File: config.mk
export PLATFORM = sky130hd
export DESIGN_NAME = modular_exponentiation_top
export DESIGN_NICKNAME = d
export VERILOG_FILES = /design/src/sv/modexp_pkg.sv /design/src/sv/modexp_mulmod.sv /design/src/sv/modexp_reduce.sv /design/src/sv/modular_exponentiation_top.sv
export VERILOG_INCLUDE_DIRS = /design/src /design/src/sv
export SDC_FILE = /design/constraint.sdc
export NUM_CORES = 1
export LEC_CHECK = 0
export BUFFER_PORTS_ARGS = -buffer_cell sky130_fd_sc_hd__buf_2
export CAP_MARGIN = 40
export CORE_UTILIZATION = 50
export DETAILED_ROUTE_END_ITERATION = 8
export PLACE_DENSITY = 0.66
export SETUP_SLACK_MARGIN = 0.4
export SYNTH_ARGS = -nofsm -noshare
export SYNTH_HDL_FRONTEND = slang
export SYNTH_SLANG_ARGS = --single-unit
File: constraint.sdc
create_clock -name clk -period 9.15 [get_ports clk]
set_input_delay 1.3725 -clock clk [delete_from_list [all_inputs] [get_ports clk]]
set_output_delay 1.3725 -clock clk [all_outputs]
set_load 0.005 [all_outputs]
File: src/sv/assert_macros.svh
// Assertion macros shared by the modular exponentiation RTL.
// Depends on nothing; included by the top level.
`ifndef ASSERT_MACROS_SVH
`define ASSERT_MACROS_SVH
// Implication checked on every clock edge outside reset.
`define ASSERT_IMP(label, clk, rst_n, ante, cons, msg) \
label: assert property (@(posedge clk) disable iff (!rst_n) (ante) |-> (cons)) else $error(msg);
// Next-cycle implication checked outside reset.
`define ASSERT_NXT(label, clk, rst_n, ante, cons, msg) \
label: assert property (@(posedge clk) disable iff (!rst_n) (ante) |=> (cons)) else $error(msg);
`endif

File: src/sv/modexp_pkg.sv
// Package for the modular exponentiation block: widths and state type.
// Depends on nothing; used by all modules of the block.
package modexp_pkg;
	localparam int OPERAND_WIDTH = 32;
	localparam int CNT_W = $clog2(OPERAND_WIDTH + 1);

	typedef logic [OPERAND_WIDTH-1:0] word_t;
	typedef logic [CNT_W-1:0] cnt_t;

	typedef enum logic [2:0] {
		ST_IDLE,
		ST_REDUCE,
		ST_MUL,
		ST_SQR,
		ST_DONE
	} state_t;

	// Operation request to the serial modular multiplier.
	typedef struct packed {
		logic  start;
		word_t x;
		word_t y;
		word_t m;
	} mm_req_t;
endpackage

File: src/sv/modexp_mulmod.sv
// Bit-serial modular multiplier: one multiplier bit per cycle, MSB first.
// Depends on modexp_pkg. Operands must already be below the modulus.
module modexp_mulmod import modexp_pkg::*; (
	input  logic    clk,
	input  logic    arst_n,
	input  mm_req_t req,
	output logic    busy,
	output logic    done,
	output word_t   product
);
	word_t x_q, y_q, m_q, r_q;
	cnt_t  cnt_q;
	logic  busy_q, done_q;
	logic [OPERAND_WIDTH:0] dbl, dred, sum;
	word_t r_dbl, r_nxt;

	always_comb begin
		dbl   = {r_q, 1'b0};
		dred  = (dbl >= {1'b0, m_q}) ? dbl - {1'b0, m_q} : dbl;
		r_dbl = dred[OPERAND_WIDTH-1:0];
		sum   = {1'b0, r_dbl} + {1'b0, x_q};
		if (y_q[OPERAND_WIDTH-1]) begin
			r_nxt = (sum >= {1'b0, m_q}) ? OPERAND_WIDTH'(sum - {1'b0, m_q})
				: sum[OPERAND_WIDTH-1:0];
		end else begin
			r_nxt = r_dbl;
		end
	end

	always_ff @(posedge clk or negedge arst_n) begin
		if (!arst_n) begin
			busy_q <= 1'b0;
			done_q <= 1'b0;
			cnt_q  <= '0;
		end else begin
			done_q <= 1'b0;
			if (req.start) begin
				busy_q <= 1'b1;
				cnt_q  <= CNT_W'(OPERAND_WIDTH);
			end else if (busy_q) begin
				cnt_q <= cnt_q - 1'b1;
				if (cnt_q == CNT_W'(1)) begin
					busy_q <= 1'b0;
					done_q <= 1'b1;
				end
			end
		end
	end

	always_ff @(posedge clk) begin
		if (req.start) begin
			x_q <= req.x;
			y_q <= req.y;
			m_q <= req.m;
			r_q <= '0;
		end else if (busy_q) begin
			r_q <= r_nxt;
			y_q <= {y_q[OPERAND_WIDTH-2:0], 1'b0};
		end
	end

	assign busy    = busy_q;
	assign done    = done_q;
	assign product = r_q;
endmodule

File: src/sv/modexp_reduce.sv
// Bit-serial reduction of a word modulo the modulus, one dividend bit a cycle.
// Depends on modexp_pkg.
module modexp_reduce import modexp_pkg::*; (
	input  logic  clk,
	input  logic  arst_n,
	input  logic  start,
	input  word_t value,
	input  word_t m,
	output logic  done,
	output word_t remainder
);
	word_t v_q, m_q, r_q;
	cnt_t  cnt_q;
	logic  busy_q, done_q;
	logic [OPERAND_WIDTH:0] sh;
	word_t r_nxt;

	always_comb begin
		sh    = {r_q, v_q[OPERAND_WIDTH-1]};
		r_nxt = (sh >= {1'b0, m_q}) ? OPERAND_WIDTH'(sh - {1'b0, m_q})
			: sh[OPERAND_WIDTH-1:0];
	end

	always_ff @(posedge clk or negedge arst_n) begin
		if (!arst_n) begin
			busy_q <= 1'b0;
			done_q <= 1'b0;
			cnt_q  <= '0;
		end else begin
			done_q <= 1'b0;
			if (start) begin
				busy_q <= 1'b1;
				cnt_q  <= CNT_W'(OPERAND_WIDTH);
			end else if (busy_q) begin
				cnt_q <= cnt_q - 1'b1;
				if (cnt_q == CNT_W'(1)) begin
					busy_q <= 1'b0;
					done_q <= 1'b1;
				end
			end
		end
	end

	always_ff @(posedge clk) begin
		if (start) begin
			v_q <= value;
			m_q <= m;
			r_q <= '0;
		end else if (busy_q) begin
			r_q <= r_nxt;
			v_q <= {v_q[OPERAND_WIDTH-2:0], 1'b0};
		end
	end

	assign done      = done_q;
	assign remainder = r_q;
endmodule

File: src/sv/modular_exponentiation_top.sv
// Channel | signals                                   | direction
// request | valid, stall, base_value, exponent, modulus | in (stall out)
// result  | out_valid, out_stall, power_result, zero_modulus_error | out (out_stall in)
//
// A request first reduces the base. Each exponent bit then costs one multiply (only when
// set) and one squaring in the shared bit-serial multiplier; the exponent is scanned
// until no set bit remains. A zero modulus finishes at once; a zero reduced base or a
// zero exponent finishes after the reduction step.
// arst_n clears the controller; the result register holds while out_stall is high.
// Depends on modexp_pkg, modexp_reduce, modexp_mulmod and assert_macros.svh.
`include "assert_macros.svh"
module modular_exponentiation_top import modexp_pkg::*; (
	input  logic  clk,
	input  logic  arst_n,
	input  logic  valid,
	output logic  stall,
	input  word_t base_value,
	input  word_t exponent,
	input  word_t modulus,
	output logic  out_valid,
	input  logic  out_stall,
	output word_t power_result,
	output logic  zero_modulus_error
);
	state_t  state_q, state_d;
	word_t   e_q, m_q, a_q, acc_q, res_q;
	logic    err_q, ov_q;
	logic    red_start, red_done, mm_busy, mm_done;
	word_t   red_rem, mm_prod;
	mm_req_t mm_req;
	logic    accept;

	// A new request is taken only when idle and the result register is free.
	assign accept = valid && !stall;
	assign stall  = (state_q != ST_IDLE) || ov_q;

	modexp_reduce u_red (
		.clk(clk), .arst_n(arst_n), .start(red_start), .value(base_value),
		.m(modulus), .done(red_done), .remainder(red_rem)
	);

	modexp_mulmod u_mm (
		.clk(clk), .arst_n(arst_n), .req(mm_req), .busy(mm_busy),
		.done(mm_done), .product(mm_prod)
	);

	// The reduction starts in the acceptance cycle with the port values, unless the modulus is zero.
	assign red_start = accept && (modulus != '0);

	always_ff @(posedge clk or negedge arst_n) begin
		if (!arst_n) begin
			state_q <= ST_IDLE;
		end else begin
			state_q <= state_d;
		end
	end

	always_comb begin
		state_d      = state_q;
		mm_req.start = 1'b0;
		mm_req.x     = acc_q;
		mm_req.y     = a_q;
		mm_req.m     = m_q;
		unique case (state_q)
			ST_IDLE: begin
				if (accept) begin
					state_d = (modulus == '0) ? ST_DONE : ST_REDUCE;
				end
			end
			ST_REDUCE: begin
				if (red_done) begin
					if (red_rem == '0 || e_q == '0) begin
						state_d = ST_DONE;
					end else if (e_q[0]) begin
						state_d      = ST_MUL;
						mm_req.start = 1'b1;
						mm_req.x     = acc_q;
						mm_req.y     = red_rem;
					end else begin
						state_d      = ST_SQR;
						mm_req.start = 1'b1;
						mm_req.x     = red_rem;
						mm_req.y     = red_rem;
					end
				end
			end
			ST_MUL: begin
				if (mm_done) begin
					state_d      = ST_SQR;
					mm_req.start = 1'b1;
					mm_req.x     = a_q;
					mm_req.y     = a_q;
				end
			end
			ST_SQR: begin
				if (mm_done) begin
					// e_q already shifted; decide on the next bit.
					if (e_q == '0) begin
						state_d = ST_DONE;
					end else if (e_q[0]) begin
						state_d      = ST_MUL;
						mm_req.start = 1'b1;
						mm_req.x     = acc_q;
						mm_req.y     = mm_prod;
					end else begin
						state_d      = ST_SQR;
						mm_req.start = 1'b1;
						mm_req.x     = mm_prod;
						mm_req.y     = mm_prod;
					end
				end
			end
			ST_DONE: begin
				state_d = ST_IDLE;
			end
			default: state_d = ST_IDLE;
		endcase
	end

	// Datapath: accumulator, running square and exponent shift register.
	always_ff @(posedge clk) begin
		if (accept) begin
			e_q   <= exponent;
			m_q   <= modulus;
			acc_q <= OPERAND_WIDTH'(1);
			err_q <= (modulus == '0);
		end
		if (state_q == ST_REDUCE && red_done) begin
			a_q <= red_rem;
			if (red_rem == '0) begin
				acc_q <= '0;
			end
		end
		if (state_q == ST_MUL && mm_done) begin
			acc_q <= mm_prod;
		end
		if (state_q == ST_SQR && mm_done) begin
			a_q <= mm_prod;
		end
		// The exponent moves on as each squaring starts.
		if (mm_req.start && state_d == ST_SQR) begin
			e_q <= {1'b0, e_q[OPERAND_WIDTH-1:1]};
		end
	end

	// Output register, loaded when the controller finishes.
	always_ff @(posedge clk or negedge arst_n) begin
		if (!arst_n) begin
			ov_q <= 1'b0;
		end else if (state_q == ST_DONE) begin
			ov_q <= 1'b1;
		end else if (ov_q && !out_stall) begin
			ov_q <= 1'b0;
		end
	end

	always_ff @(posedge clk) begin
		if (state_q == ST_DONE) begin
			res_q <= err_q ? '0 : acc_q;
		end
	end

	assign out_valid          = ov_q;
	assign power_result       = res_q;
	assign zero_modulus_error = err_q;

	`ASSERT_IMP(a_no_accept_busy, clk, arst_n, state_q != ST_IDLE, stall, "accepted while busy")
	`ASSERT_IMP(a_err_zero, clk, arst_n, ov_q && err_q, power_result == '0, "error result nonzero")
	`ASSERT_NXT(a_done_valid, clk, arst_n, state_q == ST_DONE, out_valid, "result lost")
	`ASSERT_IMP(a_mm_idle, clk, arst_n, mm_req.start, !mm_busy, "multiplier restarted")
endmodule
==> summary.md, run 1 <==
| Metric | Value |
|---|---|
| Antenna cell count | `0` |
| Nets | `2929` |
| Initial antenna violation count | `4` |
| Post-route ant nets | `0` |
| Yosys warns | `0` |
| Boundary pin count | `135` |
| Vias in the first global route | `20398` |
| Reg area | `0.01109 mm^2` |
| Core Rows | `81` |
| Syn-to-layout area delta | `11.91%` |
| Crit path arrival time | `approximately 8400 ps` |
| Netlist cell types | `90` |
| CP max stage delay | `580 ps` |
| DR iter-0 viols | `roughly 2600` |
| Total core area | `0.04925 mm^2` |
| Final Setup Violations | `0` |
| Post-CTS Setup Inserts | `0` |
| CTS Hold Bufs | `0` |
| Mean Syn Cell Area | `9.666 um^2` |
| Gr usage total | `0.3061` |
| Max_cap viols | `0` |
| WL/cell | `23.19 um` |
| FMAX | `between 100 and 150 MHz` |
| Starting Density | `0.5099` |
| Fin. max-slew vios | `0` |
| Most frequent cells after synthesis | `edfxtp_1, nand2_1, nor2_1` |
| Cell count after synthesis | `2598` |
| Cell taking the most area after synthesis | `edfxtp_1` |
| Slew margin rel. | `0.3808` |
| Post-DR vias/cell | `6.293` |
| Worst Tran Pin Value | `928.8 ps` |
| Min Tclk post-route | `7946 ps` |
| Synth async-reset ratio | `0.04938` |
| CP max FO | `28` |
| Worst Path Buf+Inv | `3` |
| Die area | `0.05113 mm^2` |
| Routability cong. | `0.9503` |
| Post-route insts no fill | `3392` |
| Synth area leaders | `edfxtp_1, dfxtp_1, ha_1` |
| Clock latency on the worst-skew pair | `590 ps` |
| Post-CTS Resized | `0` |
| Final WL | `78660 um` |
| Bufs on Longest Clock Path | `3` |
| Share of the synthesized area in the top cell type | `0.3444` |
| Die width | `between 200 and 250 um` |
| Sequential-to-total area share from yosys stat | `0.4416` |
| Total grt overflow | `0` |
| Clk root buf | `clkbuf_16` |
| Post-Place Cells | `about 3300` |
| DRC violations left | `0` |
| FF+latch count, synth | `405` |
| Largest net degree at the start of global routing | `70` |
| Vias | `21347` |
| Num CTS Buffers | `44` |
| PortBufs | `134` |
| RSZ-0062 raised after global routing | `no` |
| Most numerous cell in the Yosys netlist | `edfxtp_1` |
| Fraction of layout cells with a size suffix above 1 | `0.1547` |
| Die height | `226.1 um` |
| H-tree depth | `2` |
| CP endpoint kind | `register` |
| CTS tree | `done` |
| CP max stage cell | `dfxtp_1` |
| Clk sinks | `405` |
| Main synth FF type | `edfxtp_1` |
| Post-synth EDFFs | `~290` |
| TritonRoute pass-1 iters | `7` |
| First-pass GRT wire length | `118800 um` |
| Clock transition at path regs | `60 ps` |
| Status | `finished, final reports clean` |
| Filler cells | `around 4400` |
| Worst EP required | `9620 ps` |
| Footprint of the multi-input gates | `~0.013 mm^2` |
| Mapped Area | `0.02511 mm^2` |
| Core Util, Final | `0.5706` |
| HP Class | `register to register` |
| Hold Vio Cnt, Final | `0` |
| Fin Setup TNS | `0 ps` |
| Crit path launch type | `register` |
| Net Count, Synth | `2834` |
| Period utilisation layout | `0.8685` |
| Layout Skew | `23.11 ps` |
| Worst setup path class | `register to register` |
| DP HPWL | `56430 um` |
| Worst path top cell family by delay | `compound AO/OA/AOI/OAI gates` |
stage by stage:
step	setup slack (ps)	hold WS (ps)	instance area (um^2)
4_1_cts	810.5	434.9	28050
5_1_grt	673.0	433.9	28100
2_1_floorplan	2422	400.3	25110
6_report	1204	431.8	28100
3_3_place_gp	604.5	404.9	26440
3_5_place_dp	859.8	418.6	26640
cells by family (layout without fill, tap and decap cells):
family                   Yosys count  count (layout)  share of synthesized area
XOR/XNOR                         115             115                    0.04011
AND/OR/NAND/NOR                  741             741                     0.1345
multiplexers                     160             160                    0.06985
adder cells (fa/ha/maj)          136             136                    0.06896
buffers and inverters            249             379                    0.03856
AO/OA/AOI/OAI                    792             792                     0.2064
flip-flops                       405             405                     0.4416
flip-flops by register name, indices dropped and copies added (netlist names):
register	cells
a_q	32
acc_q	32
e_q	32
m_q	32
power_result	32
u_mm.m_q	32
u_mm.product	32
u_mm.x_q	32
u_mm.y_q	32
u_red.m_q	32
u_red.remainder	32
u_red.v_q	32
u_mm.cnt_q	6
u_red.cnt_q	6
state_q	3
out_valid	1
u_mm.busy	1
u_mm.done	1
u_red.busy_q	1
u_red.done	1
zero_modulus_error	1
worst reg2reg max path: cells and delay by family, from the launching register on:
kind                       cells  cell delay (ps)
adders and majority gates      3             1080
buffers and inverters          3              640
AOI/OAI and AO/OA             16             3850
DFF                            1              580
xor gates and xnor gates       1              180
and+or+nand+nor                8             1560
placed cells by master, fill, tap and decap left out, types with 18 or more instances in the layout:
cell | netlist | layout
edfxtp_1 | 288 | 288
nand2_1 | 247 | 247
nor2_1 | 236 | 230
a21oi_1 | 225 | 225
o21ai_0 | 164 | 162
buf_2 | 9 | 134
ha_1 | 132 | 132
mux2_2 | 121 | 121
inv_1 | 110 | 108
dfxtp_1 | 97 | 97
xnor2_1 | 69 | 69
a21o_1 | 62 | 62
a211oi_1 | 50 | 50
nor2b_1 | 47 | 47
xor2_1 | 46 | 46
clkbuf_16 | 0 | 44
buf_4 | 2 | 43
nand3_1 | 41 | 41
mux2i_1 | 38 | 38
nor3_1 | 34 | 31
a22o_1 | 31 | 31
nor4_1 | 30 | 30
a31oi_1 | 27 | 27
o22ai_1 | 27 | 27
a21boi_0 | 27 | 27
nand4_1 | 23 | 23
a222oi_1 | 20 | 20
dfrtp_1 | 20 | 20
and3_1 | 18 | 18
path summary, 6_finish.rpt:
kind,slack (ps),endpoint,cells past startpoint,from
worst max-delay path,1200,u_mm.product[13],31,u_mm.product[10]
worst min-delay path,430,u_mm.m_q[0],0,m_q[0]
worst max register to register,1200,u_mm.product[13],31,u_mm.product[10]
worst min register to register,430,u_mm.m_q[0],0,m_q[0]
max in group asynchronous,7950,state_q[0],1,arst_n
min in group asynchronous,790,u_mm.cnt_q[0],1,arst_n
cell type report:
type,instances,share of cell area
multi-input combinational,1944,0.4672
sequential,405,0.3946
clock buffer,60,0.04381
timing repair buffer,188,0.04341
tap,664,0.02956
inverter,110,0.01478
clock inverter,21,0.006589
per-layer routing:
layer	up-vias	wire, um	GRT usage
li1	9864	-	-
met1	10331	34210	0.4340
met2	994	35180	0.4774
met3	158	6984	0.04918
met4	0	2284	0.09677
met5	-	0	0
Power of run 1 is not shown: default switching activity piles up to over one toggle a cycle in this logic, so the estimate is an artifact.
==> run 2: changes to the inputs <==
--- a/config.mk
+++ b/config.mk
@@ -10,6 +10,7 @@
 export CAP_MARGIN = 40
 export CORE_UTILIZATION = 50
 export DETAILED_ROUTE_END_ITERATION = 8
+export GPL_TIMING_DRIVEN = 0
 export PLACE_DENSITY = 0.66
 export SETUP_SLACK_MARGIN = 0.4
 export SYNTH_ARGS = -nofsm -noshare
==> summary.md, run 2 (synthesis gave the netlist of run 1 again) <==
| Metric | Value |
|---|---|
| Status | `finished, final reports clean` |
| DRC violations left | `0` |
| Critical hold path startpoint | `m_q[11]` |
| Crit path launch type | `register` |
| Cell Area, Placed | `0.02683 mm^2` |
| Die area | `a little over 0.05 mm^2` |
| Max_cap viols | `0` |
| Final WL | `84970 um` |
| DR iter-0 viols | `between 2000 and 2500` |
| TritonRoute pass-1 iters | `6` |
| CTS Hold Bufs | `0` |
| R2R depth | `37` |
| Min Tclk post-route | `8473 ps` |
| CP max stage delay | `410 ps` |
| PortBufs | `134` |
| Post-DR vias/cell | `6.195` |
| Worst EP required | `9620 ps` |
| Final Setup Violations | `0` |
| Vias in the first global route | `20810` |
| Slew margin rel. | `0.3723` |
| Clock transition at path regs | `60 ps` |
| Syn-to-layout area delta | `12.81%` |
| Reg2reg start | `u_mm.m_q[9]` |
| Die height | `between 200 and 250 um` |
| Hold Path Depth | `0` |
| Total grt overflow | `0` |
| CP max stage cell | `edfxtp_1` |
| Hold endpoint | `u_mm.m_q[11]` |
| Crit path arrival time | `8940 ps` |
| Vias | `between 20000 and 25000` |
| Initial antenna violation count | `1` |
| H-tree depth | `2` |
| Boundary pin count | `135` |
| Post-route ant nets | `0` |
| DP HPWL | `65720 um` |
| Final Cell Area | `0.02833 mm^2` |
| Crit path top cell by count | `ha_1` |
| CTS tree | `done` |
| Fin Setup TNS | `0 ps` |
| Commonest non-fill, non-tap cell in the layout | `edfxtp_1` |
| RR Endpoint | `u_mm.product[1]` |
| Layout Skew | `25.04 ps` |
| HP Class | `register to register` |
| Core Rows | `81` |
| Clock latency on the worst-skew pair | `590 ps` |
| Flop2flop setup slack | `approximately 680 ps` |
| WL/cell | `~24 um` |
| Largest net degree at the start of global routing | `44` |
| Clk root buf | `clkbuf_16` |
| Bufs on Longest Clock Path | `3` |
| Period utilisation layout | `0.9260` |
| Starting Density | `0.5099` |
| Fraction of layout cells with a size suffix above 1 | `0.1396` |
| First-pass GRT wire length | `126100 um` |
| Worst setup path class | `register to register` |
| Fin. max-slew vios | `0` |
| FMAX | `118.0 MHz` |
| Total core area | `0.04925 mm^2` |
| CP endpoint kind | `register` |
| Gr usage total | `0.3312` |
| Commonest non-fill, non-tap cells in the layout | `edfxtp_1, nand2_1, nor2_1, a21oi_1, o21ai_0` |
| Worst Tran Pin Value | `around 940 ps` |
| RSZ-0062 raised after global routing | `no` |
| Hold Vio Cnt, Final | `0` |
| Num CTS Buffers | `44` |
| Nets | `a little over 3000` |
| CP max FO | `10` |
| Routability cong. | `0.9543` |
| Hold slack | `between 400 and 500 ps` |
| Clk sinks | `405` |
| Die width | `226.1 um` |
[run 2: cell count changes in the layout (fill, tap and decap cells not counted), sizes merged]
cell / previous run / this run
clkbuf: 60 / 177
buf: 188 / 169
clkinvlp: 2 / 4
bufinv: 2 / 3
clkinv: 15 / 14
diode: 0 / 1
inv: 112 / 113
[run 2: worst max-delay path by stage]
stage                          from               end  slack, ps  depth (start not counted)
CTS                     u_mm.m_q[9]   u_mm.product[1]        480                         37
global placement        u_mm.m_q[9]  u_mm.product[22]          3                         34
finish                  u_mm.m_q[9]   u_mm.product[1]        680                         37
floorplan           u_mm.product[7]  u_mm.product[21]       2420                         32
detailed placement      u_mm.m_q[9]   u_mm.product[9]         90                         35
global route        u_mm.product[7]   u_mm.product[9]        420                         32
[run 2: cell type report]
class / instances / area (um^2)
antenna: 1 / 2.502
buffer: 139 / 569.3
clock buffer: 58 / 1215
clock inverter: 24 / 215.2
fill: 4475 / 20930
inverter: 110 / 412.9
multi-input combinational: 1944 / 13100
sequential: 405 / 11090
tap: 664 / 830.8
timing repair buffer: 149 / 895.9
[run 2: repair_timing]
| item | in CTS | in global routing |
|---|---|---|
| setup endpoints to repair | 32 | 32 |
| pin swaps | 1 | 0 |
| hold endpoints to repair | 0 | 0 |
| setup buffers | 2 | 0 |
| resized for setup | 3 | 17 |
[run 2: stage by stage]
step | utilization | cells | setup WS [ps]
4_1_cts | 0.5746 | 3493 | 481.2
2_1_floorplan | - | 2598 | 2422
3_5_place_dp | 0.5448 | 3409 | 89.32
5_1_grt | 0.5751 | 3493 | 420.4
6_report | 0.5752 | 3494 | 677.1
3_3_place_gp | 0.5403 | 3396 | 2.566
[run 2: routing by layer]
layer  vias to the layer above  GRT usage  share of wire
li1                      10064          -              -
met1                     10416     0.4410           0.42
met2                       978     0.5412           0.46
met3                       187    0.04593          0.079
met4                         2     0.1371          0.040
met5                         -          0        0.00015
[run 2: worst max-delay path: cells and delay by family, from the launching register on]
family / cells / cell delay (ps)
AOI/OAI and AO/OA: 13 / 2960
buffers and inverters: 8 / 1320
and+or+nand+nor: 10 / 1920
DFF: 1 / 410
xor gates and xnor gates: 1 / 170
adders and majority gates: 4 / 1320
muxes: 1 / 240
Power of run 2 is left out for the same reason.
